--- src/design/mea_pkg.sv ---
// ----------------------------------------------------------------------------
// mea_pkg
// Shared types and codes for the 6502 effective address unit: item
// structures, transfer kinds, addressing mode codes and sequencer phases.
// ----------------------------------------------------------------------------
package mea_pkg;

    // field widths
    localparam int ModeW = 4;
    localparam int AddrW = 16;
    localparam int ByteW = 8;

    // input transfer kinds (tuser)
    localparam logic KIND_START = 1'b0;
    localparam logic KIND_DATA  = 1'b1;

    // result kinds (tuser)
    localparam logic RES_REQ  = 1'b0;
    localparam logic RES_DONE = 1'b1;

    // addressing mode codes
    localparam logic [ModeW-1:0] MODE_IMP  = 4'd0;
    localparam logic [ModeW-1:0] MODE_ACC  = 4'd1;
    localparam logic [ModeW-1:0] MODE_IMM  = 4'd2;
    localparam logic [ModeW-1:0] MODE_ZP   = 4'd3;
    localparam logic [ModeW-1:0] MODE_ZPX  = 4'd4;
    localparam logic [ModeW-1:0] MODE_ZPY  = 4'd5;
    localparam logic [ModeW-1:0] MODE_ABS  = 4'd6;
    localparam logic [ModeW-1:0] MODE_ABSX = 4'd7;
    localparam logic [ModeW-1:0] MODE_ABSY = 4'd8;
    localparam logic [ModeW-1:0] MODE_IND  = 4'd9;
    localparam logic [ModeW-1:0] MODE_INDX = 4'd10;
    localparam logic [ModeW-1:0] MODE_INDY = 4'd11;
    localparam logic [ModeW-1:0] MODE_REL  = 4'd12;

    // sequencer phases
    typedef enum logic [2:0] {
        PH_IDLE   = 3'd0,
        PH_OP_LO  = 3'd1,
        PH_OP_HI  = 3'd2,
        PH_PTR_LO = 3'd3,
        PH_PTR_HI = 3'd4
    } phase_t;

    // one input item
    typedef struct packed {
        logic             kind;
        logic [ModeW-1:0] mode;
        logic [AddrW-1:0] pc_in;
        logic [ByteW-1:0] index_x;
        logic [ByteW-1:0] index_y;
        logic [ByteW-1:0] read_data;
    } in_item_t;

    // one result item
    typedef struct packed {
        logic             result_kind;
        logic [AddrW-1:0] address;
        logic [AddrW-1:0] next_pc;
        logic             page_crossed;
    } res_item_t;

endpackage

--- src/design/mea_in_reg.sv ---
// ----------------------------------------------------------------------------
// mea_in_reg
// Input register: holds one accepted item until the sequencer consumes it.
// ----------------------------------------------------------------------------
module mea_in_reg (
    input  logic              clk,
    input  logic              rst_n,
    input  logic              in_valid,
    output logic              in_ready,
    input  mea_pkg::in_item_t in_item,
    input  logic              advance,
    output logic              held_valid,
    output mea_pkg::in_item_t held_item
);
    import mea_pkg::*;

    logic     valid_reg;
    in_item_t item_reg;

    // free when empty or when the held item moves on this cycle
    assign in_ready   = !valid_reg || advance;
    assign held_valid = valid_reg;
    assign held_item  = item_reg;

    // valid flag
    always_ff @(posedge clk or negedge rst_n)
    begin
        if (!rst_n)
        begin
            valid_reg <= 1'b0;
        end
        else if (in_ready)
        begin
            valid_reg <= in_valid;
        end
    end

    // payload
    always_ff @(posedge clk)
    begin
        if (in_valid && in_ready)
        begin
            item_reg <= in_item;
        end
    end

endmodule

--- src/design/mea_sequencer.sv ---
// ----------------------------------------------------------------------------
// mea_sequencer
// Address sequencer: one step per consumed item, holding the latched
// operands and the fetch phase, and producing at most one result per step.
// ----------------------------------------------------------------------------
module mea_sequencer (
    input  logic               clk,
    input  logic               rst_n,
    input  logic               fire,
    input  mea_pkg::in_item_t  item,
    output logic               res_valid,
    output mea_pkg::res_item_t res
);
    import mea_pkg::*;

    phase_t           phase_reg,    phase_next;
    logic [ModeW-1:0] mode_reg,     mode_next;
    logic [AddrW-1:0] pc_reg,       pc_next;
    logic [ByteW-1:0] x_reg,        x_next;
    logic [ByteW-1:0] y_reg,        y_next;
    logic [AddrW-1:0] pointer_reg,  pointer_next;
    logic [ByteW-1:0] low_reg,      low_next;

    logic [ByteW-1:0] rd;
    logic [AddrW-1:0] pc1;
    logic [AddrW-1:0] pc2;
    logic [AddrW-1:0] word;
    logic [ByteW-1:0] ptr_inc;

    function automatic res_item_t build(input logic kind, input logic [AddrW-1:0] addr,
                                        input logic [AddrW-1:0] npc, input logic pg);
        res_item_t r;
        r.result_kind  = kind;
        r.address      = addr;
        r.next_pc      = npc;
        r.page_crossed = pg;
        return r;
    endfunction

    // base plus index with page-cross detect
    function automatic res_item_t indexed(input logic [AddrW-1:0] base,
                                          input logic [ByteW-1:0] idx,
                                          input logic [AddrW-1:0] npc);
        logic [AddrW-1:0] sum;
        sum = base + {{(AddrW-ByteW){1'b0}}, idx};
        return build(RES_DONE, sum, npc, base[AddrW-1:ByteW] != sum[AddrW-1:ByteW]);
    endfunction

    // shared step terms
    assign rd      = item.read_data;
    assign pc1     = pc_reg + 16'd1;
    assign pc2     = pc_reg + 16'd2;
    assign word    = {rd, low_reg};
    assign ptr_inc = pointer_reg[ByteW-1:0] + 8'd1;

    // next state and result
    always_comb
    begin
        phase_next   = phase_reg;
        mode_next    = mode_reg;
        pc_next      = pc_reg;
        x_next       = x_reg;
        y_next       = y_reg;
        pointer_next = pointer_reg;
        low_next     = low_reg;
        res_valid    = 1'b0;
        res          = '0;
        if (fire)
        begin
            if (item.kind == KIND_START)
            begin
                mode_next  = item.mode;
                pc_next    = item.pc_in;
                x_next     = item.index_x;
                y_next     = item.index_y;
                phase_next = PH_IDLE;
                res_valid  = 1'b1;
                if (item.mode == MODE_IMM)
                begin
                    res = build(RES_DONE, item.pc_in, item.pc_in + 16'd1, 1'b0);
                end
                else if (item.mode < MODE_IMM || item.mode > MODE_REL)
                begin
                    // implied, accumulator and undefined codes
                    res = build(RES_DONE, '0, item.pc_in, 1'b0);
                end
                else
                begin
                    phase_next = PH_OP_LO;
                    res        = build(RES_REQ, item.pc_in, '0, 1'b0);
                end
            end
            else
            begin
                phase_next = PH_IDLE;
                case (phase_reg)
                    PH_OP_LO:
                    begin
                        res_valid = 1'b1;
                        case (mode_reg)
                            MODE_ZP:
                                res = build(RES_DONE, {8'h00, rd}, pc1, 1'b0);
                            MODE_ZPX:
                                res = build(RES_DONE, {8'h00, rd + x_reg}, pc1, 1'b0);
                            MODE_ZPY:
                                res = build(RES_DONE, {8'h00, rd + y_reg}, pc1, 1'b0);
                            MODE_REL:
                                res = build(RES_DONE, pc1 + {{8{rd[7]}}, rd}, pc1, 1'b0);
                            MODE_INDX:
                            begin
                                pointer_next = {8'h00, rd + x_reg};
                                phase_next   = PH_PTR_LO;
                                res          = build(RES_REQ, {8'h00, rd + x_reg}, '0, 1'b0);
                            end
                            MODE_INDY:
                            begin
                                pointer_next = {8'h00, rd};
                                phase_next   = PH_PTR_LO;
                                res          = build(RES_REQ, {8'h00, rd}, '0, 1'b0);
                            end
                            default:
                            begin
                                low_next   = rd;
                                phase_next = PH_OP_HI;
                                res        = build(RES_REQ, pc1, '0, 1'b0);
                            end
                        endcase
                    end
                    PH_OP_HI:
                    begin
                        res_valid = 1'b1;
                        if (mode_reg == MODE_ABSX)
                        begin
                            res = indexed(word, x_reg, pc2);
                        end
                        else if (mode_reg == MODE_ABSY)
                        begin
                            res = indexed(word, y_reg, pc2);
                        end
                        else if (mode_reg == MODE_IND)
                        begin
                            pointer_next = word;
                            phase_next   = PH_PTR_LO;
                            res          = build(RES_REQ, word, '0, 1'b0);
                        end
                        else
                        begin
                            res = build(RES_DONE, word, pc2, 1'b0);
                        end
                    end
                    PH_PTR_LO:
                    begin
                        res_valid  = 1'b1;
                        low_next   = rd;
                        phase_next = PH_PTR_HI;
                        // pointer high byte stays in the same page
                        if (mode_reg == MODE_IND)
                        begin
                            res = build(RES_REQ, {pointer_reg[AddrW-1:ByteW], ptr_inc}, '0,
                                        1'b0);
                        end
                        else
                        begin
                            res = build(RES_REQ, {8'h00, ptr_inc}, '0, 1'b0);
                        end
                    end
                    PH_PTR_HI:
                    begin
                        res_valid = 1'b1;
                        if (mode_reg == MODE_IND)
                        begin
                            res = build(RES_DONE, word, pc2, 1'b0);
                        end
                        else if (mode_reg == MODE_INDY)
                        begin
                            res = indexed(word, y_reg, pc1);
                        end
                        else
                        begin
                            res = build(RES_DONE, word, pc1, 1'b0);
                        end
                    end
                    default:
                    begin
                        // read data while idle is dropped
                        res_valid = 1'b0;
                    end
                endcase
            end
        end
    end

    // state registers
    always_ff @(posedge clk or negedge rst_n)
    begin
        if (!rst_n)
        begin
            phase_reg   <= PH_IDLE;
            mode_reg    <= '0;
            pc_reg      <= '0;
            x_reg       <= '0;
            y_reg       <= '0;
            pointer_reg <= '0;
            low_reg     <= '0;
        end
        else
        begin
            phase_reg   <= phase_next;
            mode_reg    <= mode_next;
            pc_reg      <= pc_next;
            x_reg       <= x_next;
            y_reg       <= y_next;
            pointer_reg <= pointer_next;
            low_reg     <= low_next;
        end
    end

    // a start always answers at once
    a_start_answers: assert property (@(posedge clk) disable iff (!rst_n)
        fire && item.kind == KIND_START |-> res_valid)
        else $error("start item gave no result");

    // stray read data gives nothing
    a_idle_data_quiet: assert property (@(posedge clk) disable iff (!rst_n)
        fire && item.kind == KIND_DATA && phase_reg == PH_IDLE |-> !res_valid)
        else $error("read data while idle gave a result");

    // immediate finishes in one step
    a_imm_done: assert property (@(posedge clk) disable iff (!rst_n)
        fire && item.kind == KIND_START && item.mode == MODE_IMM |=> phase_reg == PH_IDLE)
        else $error("immediate mode left the sequencer busy");

    // second operand byte only for absolute-type modes
    a_op_hi_mode: assert property (@(posedge clk) disable iff (!rst_n)
        phase_reg == PH_OP_HI |-> mode_reg == MODE_ABS || mode_reg == MODE_ABSX ||
                                  mode_reg == MODE_ABSY || mode_reg == MODE_IND)
        else $error("operand high fetch in a one-byte mode");

    // a request never carries finish fields
    a_req_clean: assert property (@(posedge clk) disable iff (!rst_n)
        res_valid && res.result_kind == RES_REQ |-> res.next_pc == '0 && !res.page_crossed)
        else $error("read request with finish fields set");

endmodule

--- src/design/mea_out_reg.sv ---
// ----------------------------------------------------------------------------
// mea_out_reg
// Result register: holds one result until the downstream side takes it.
// ----------------------------------------------------------------------------
module mea_out_reg (
    input  logic               clk,
    input  logic               rst_n,
    input  logic               load,
    input  mea_pkg::res_item_t load_item,
    output logic               room,
    output logic               out_valid,
    input  logic               out_ready,
    output mea_pkg::res_item_t out_item
);
    import mea_pkg::*;

    logic      valid_reg;
    res_item_t item_reg;

    // can take a new result when empty or draining this cycle
    assign room      = !valid_reg || out_ready;
    assign out_valid = valid_reg;
    assign out_item  = item_reg;

    // valid flag
    always_ff @(posedge clk or negedge rst_n)
    begin
        if (!rst_n)
        begin
            valid_reg <= 1'b0;
        end
        else if (room)
        begin
            valid_reg <= load;
        end
    end

    // payload
    always_ff @(posedge clk)
    begin
        if (load && room)
        begin
            item_reg <= load_item;
        end
    end

endmodule

--- src/design/mos6502_effective_address_unit.sv ---
// ----------------------------------------------------------------------------
// mos6502_effective_address_unit
// Effective address unit for the thirteen 6502 addressing modes.
// ----------------------------------------------------------------------------
// A start transfer (tuser 0) brings mode, PC and X/Y; the unit answers with
// either a finished address (result tuser 1) or a byte read request (result
// tuser 0). Each read request must be answered by a read-data transfer
// (tuser 1) carrying the byte; read data with no calculation running is
// dropped, and a new start abandons any calculation in progress. The unit
// takes one transfer per cycle while the result register has room; each accepted
// transfer waits in the input register, then one step of the address sequencer
// (a 16-bit add and a mux) puts its result, if any, into the result register.
// ----------------------------------------------------------------------------
module mos6502_effective_address_unit (
    input  logic        clk,
    input  logic        rst_n,
    input  logic        s_axis_tvalid,
    output logic        s_axis_tready,
    input  logic [47:0] s_axis_tdata,   // mode, pc_in, index_x, index_y, read_data
    input  logic [0:0]  s_axis_tuser,   // kind
    output logic        m_axis_tvalid,
    input  logic        m_axis_tready,
    output logic [39:0] m_axis_tdata,   // address, next_pc, page_crossed
    output logic [0:0]  m_axis_tuser    // result_kind
);
    import mea_pkg::*;

    in_item_t  in_item;
    in_item_t  held_item;
    res_item_t res;
    res_item_t out_item;
    logic      held_valid;
    logic      advance;
    logic      res_valid;
    logic      room;

    // unpack the input transfer
    assign in_item.kind      = s_axis_tuser[0];
    assign in_item.mode      = s_axis_tdata[3:0];
    assign in_item.pc_in     = s_axis_tdata[19:4];
    assign in_item.index_x   = s_axis_tdata[27:20];
    assign in_item.index_y   = s_axis_tdata[35:28];
    assign in_item.read_data = s_axis_tdata[43:36];

    // the held item steps when the result register can take its answer
    assign advance = held_valid && room;

    mea_in_reg u_in_reg (
        .clk        (clk),
        .rst_n      (rst_n),
        .in_valid   (s_axis_tvalid),
        .in_ready   (s_axis_tready),
        .in_item    (in_item),
        .advance    (advance),
        .held_valid (held_valid),
        .held_item  (held_item)
    );

    mea_sequencer u_sequencer (
        .clk       (clk),
        .rst_n     (rst_n),
        .fire      (advance),
        .item      (held_item),
        .res_valid (res_valid),
        .res       (res)
    );

    mea_out_reg u_out_reg (
        .clk       (clk),
        .rst_n     (rst_n),
        .load      (advance && res_valid),
        .load_item (res),
        .room      (room),
        .out_valid (m_axis_tvalid),
        .out_ready (m_axis_tready),
        .out_item  (out_item)
    );

    // pack the result transfer
    assign m_axis_tuser[0]     = out_item.result_kind;
    assign m_axis_tdata[15:0]  = out_item.address;
    assign m_axis_tdata[31:16] = out_item.next_pc;
    assign m_axis_tdata[32]    = out_item.page_crossed;
    assign m_axis_tdata[39:33] = '0;

endmodule

--- config.mk ---
export PLATFORM = sky130hd
export DESIGN_NAME = mos6502_effective_address_unit
export DESIGN_NICKNAME = d
export VERILOG_FILES = /design/src/design/mea_pkg.sv /design/src/design/mea_in_reg.sv /design/src/design/mea_sequencer.sv /design/src/design/mea_out_reg.sv /design/src/design/mos6502_effective_address_unit.sv
export SDC_FILE = /design/constraint.sdc
export NUM_CORES = 1
export LEC_CHECK = 0
export BUFFER_PORTS_ARGS = -buffer_cell sky130_fd_sc_hd__buf_2
export CORE_MARGIN = 2
export CORE_UTILIZATION = 30
export DETAILED_ROUTE_END_ITERATION = 10
export PLACE_DENSITY_LB_ADDON = 0.05
export SETUP_SLACK_MARGIN = 0.2
export SYNTH_ARGS = -nofsm -noshare
export SYNTH_HDL_FRONTEND = slang
export SYNTH_SLANG_ARGS = --single-unit
export TNS_END_PERCENT = 10
--- constraint.sdc ---
create_clock -name clk -period 9.2 [get_ports clk]
set_clock_uncertainty 0.2 [all_clocks]
set_input_delay 2.76 -clock clk [delete_from_list [all_inputs] [get_ports clk]]
set_output_delay 2.76 -clock clk [all_outputs]
set_load 0.005 [all_outputs]
==> results.py <==
metrics = {
    "drt": {
        "vias_per_cell": 5.211,
        "route.detailed.wl_per_inst_um": 20.35,
        "drtIter0Drc": 703,
        "drc": 0,
        "finalWirelength_um": 32480,
        "vias": 8316,
        "drtPass1Iterations": 5,
        "antenna_left": 0,
    },
    "setup_path": {
        "ff2ff_setup_slack_ps": 4840,
        "r2r-start": "u_sequencer.pc_reg[0]",
        "crit_fanout": 3,
        "r2r_end": "u_out_reg.out_item[30]",
        "cp_cell_sequence": "buf_2 -> nand3b_1 -> buf_2",
        "worstPathArrival_ps": 3190,
        "crit_family": "buffers and inverters",
        "critPathCaptureType": "output port",
        "startpoint": "m_axis_tready",
        "startpoint_type": "input pin",
        "cpPeakStageDelay_ps": 180,
        "cp_num_buf_inv": 2,
        "crit_path_end": "s_axis_tready",
        "path_depth": 3,
        "path_class": "in -> out",
        "path_common_cell": "buf_2",
        "crit_slowest_cell": "nand3b_1",
        "reg2reg_depth": 13,
        "critPathRequiredTime_ps": 6240,
    },
    "finish": {
        "final_area_sq_um": 11220,
        "drive_above_1_share_pct": 14.82,
        "antenna-diode-count": 0,
        "seqCellArea_sq_um": 3999,
        "largest_register_ffs": 45,
        "area_growth_pct": 13.10,
        "multiInputGateArea_sq_um": 5488,
        "fillers": 3428,
        "layout.nets": 1254,
        "utilization_pct": 34.49,
    },
    "cts": {
        "h-tree-depth": 4,
        "clock_path_buffers": 2,
        "hold_buffers": 0,
        "postCtsSetupBuffers": 0,
        "clk_pin_slew_ps": 70,
        "cts_tree": "yes",
        "cts_made_buffers": 17,
        "cts.sinks": 144,
        "post_cts_resized": 0,
        "clock-root-buffer": "clkbuf_16",
        "insertion_delay_ps": 450,
    },
    "power_and_ir_drop": {
        "power_density_nw_per_um2": 260.0,
        "peakVddDrop_uv": 141.2,
        "p_leak_nw": 4.574,
        "design_power_total_mw": 2.918,
    },
    "floorplanning": {
        "core_sq_um": 32540,
        "die_y_um": 185.9,
        "die_w_um": 185.9,
        "rows": 66,
        "initial_core_util_pct": 30.50,
        "num_io_pins": 96,
        "fp.dieArea_sq_um": 34550,
    },
    "global_route": {
        "grt_pass1_vias": 8269,
        "grt_usage_pct": 19.73,
        "grt_max_degree": 66,
        "grt_antenna_before_repair": 0,
        "grt_pass1_wl_um": 50230,
        "grt_remaining_overflow": 0,
    },
    "yosys": {
        "yosys-top-cells-count": "nand2_1, edfxtp_1, nor2_1",
        "synthMuxAreaShare_pct": 1.526,
        "synth-main-ff-cell": "edfxtp_1",
        "async_flop_share_pct": 45.14,
        "synthCells": 1079,
        "synth_compound_area_share_pct": 19.44,
        "yosys_warnings": 0,
        "yosysMostFrequentCell": "nand2_1",
        "synth.distinct_cells": 87,
        "ys_top_cells_by_area": "edfxtp_1, dfrtp_1, nand2_1",
        "synth-simple-area-share_pct": 19.68,
        "synth_seq_cells": 144,
        "synth_adder_area_share_pct": 7.944,
        "synth_top_family_by_area": "simple AND/OR/NAND/NOR gates",
        "synthesis.area_sq_um": 9923,
        "synth_xor_area_share_pct": 6.355,
        "synth_largest_area_cell": "edfxtp_1",
        "ys_seq_area_share_pct": 40.30,
        "synth_top_cell_area_share_pct": 23.91,
        "synth-edff-count": 79,
        "avgSynthCellArea_sq_um": 9.197,
    },
    "sta": {
        "setup_viol_count_final": 0,
        "final.setup.tns_ps": 0,
        "min_period_ps": 6151,
        "fmax_mhz": 162.6,
        "rsz0062_at_grt": "no",
        "slew-limit-headroom_pct": 24.25,
        "worst-slew-pin-transition_ps": 1136,
        "hold_viol_final": 0,
        "fin_crit_sh_pct": 66.86,
        "slew_violations": 0,
    },
    "placed_design": {
        "dp_hpwl_um": 24340,
        "port_buffers": 84,
        "dpl_cell_area_sq_um": 10660,
        "gp_congestion": 0.8235,
    },
    "flow_run": {
        "maxCapViolations": 0,
    },
    "min_path": {
        "hold_class": "reg -> reg",
    },
    "status": {
        "status": "complete, no violations",
    },
}
-- cell type report --
| cell class | count | area share (%) |
|---|---|---|
| timing repair buffer | 98 | 4.682 |
| tap | 442 | 4.928 |
| inverter | 24 | 0.8027 |
| clock inverter | 15 | 1.271 |
| clock buffer | 17 | 3.790 |
| multi-input combinational | 856 | 48.90 |
| sequential | 144 | 35.63 |
-- stage by stage --
step                      setup WS (ps)  hold slack [ps]  std cells
after global placement             3065            225.9       1564
after global routing               3009            255.4       1596
after floorplan                    3306            214.6       1085
final                              3049            238.0       1596
after CTS                          3049            242.2       1596
after detailed placement           3054            222.7       1564
-- power by group --
| part | total [mW] | switching [mW] | internal [mW] |
|---|---|---|---|
| Clock | 0.689 | 0.331 | 0.358 |
| Sequential | 0.984 | 0.174 | 0.810 |
| Combinational | 1.25 | 0.749 | 0.497 |
-- per-layer routing --
layer  part of all wire [%]  up-vias  track usage (%)
li1                       -     4059                -
met1                     50     4024            28.56
met2                     45      214            30.66
met3                    3.9       19            2.622
met4                    1.5        0            5.606
met5                      0        -                0
-- cells in the final DEF (no fill, tap or decap), types with 10 or more instances in the layout --
master	count
buf_4	14
o22ai_1	27
ha_1	55
a221oi_1	11
clkbuf_16	17
nand3_1	41
nand2b_1	10
buf_2	84
o211ai_1	15
dfrtp_1	65
o21ai_0	59
inv_1	24
a22o_1	11
nand2_1	210
nor3_1	22
and3_1	10
a21oi_1	58
xnor2_1	42
edfxtp_1	79
a21o_1	11
nor2_1	68
o21a_1	10
xor2_1	30
-- worst min path at each step --
stage,from,to,slack (ps),depth (start not counted)
after floorplan,u_in_reg.held_item[16],u_sequencer.x_reg[0],210,2
final,u_in_reg.held_item[8],u_sequencer.y_reg[0],240,2
after CTS,u_in_reg.held_item[8],u_sequencer.y_reg[0],240,2
after detailed placement,u_in_reg.held_item[8],u_sequencer.y_reg[0],220,2
after global routing,u_in_reg.held_item[8],u_sequencer.y_reg[0],260,2
after global placement,u_in_reg.held_item[22],u_sequencer.x_reg[6],230,2
-- worst reg2reg max path, cell delays in order, from the launching register on --
cell,delay [ps]
dfrtp_1,750
ha_1,290
nand3_1,170
nor2_1,260
nand3_1,250
xnor2_1,350
ha_1,320
nand2_1,130
nor3_1,60
a211oi_1,470
a31oi_1,240
a41o_1,300
nor3_1,140
o221ai_1,150
-- logic make-up (layout without fill, tap and decap cells) --
| group | after synthesis | after routing |
|---|---|---|
| compound gates | 285 | 285 |
| buf+inv | 85 | 154 |
| xor+xnor | 72 | 72 |
| fa+ha+maj | 60 | 60 |
| mux | 14 | 14 |
| simple gates | 418 | 418 |
| other cells | 1 | 7 |
| flops | 144 | 144 |
No activity file was read; power rests on OpenSTA's default activity.
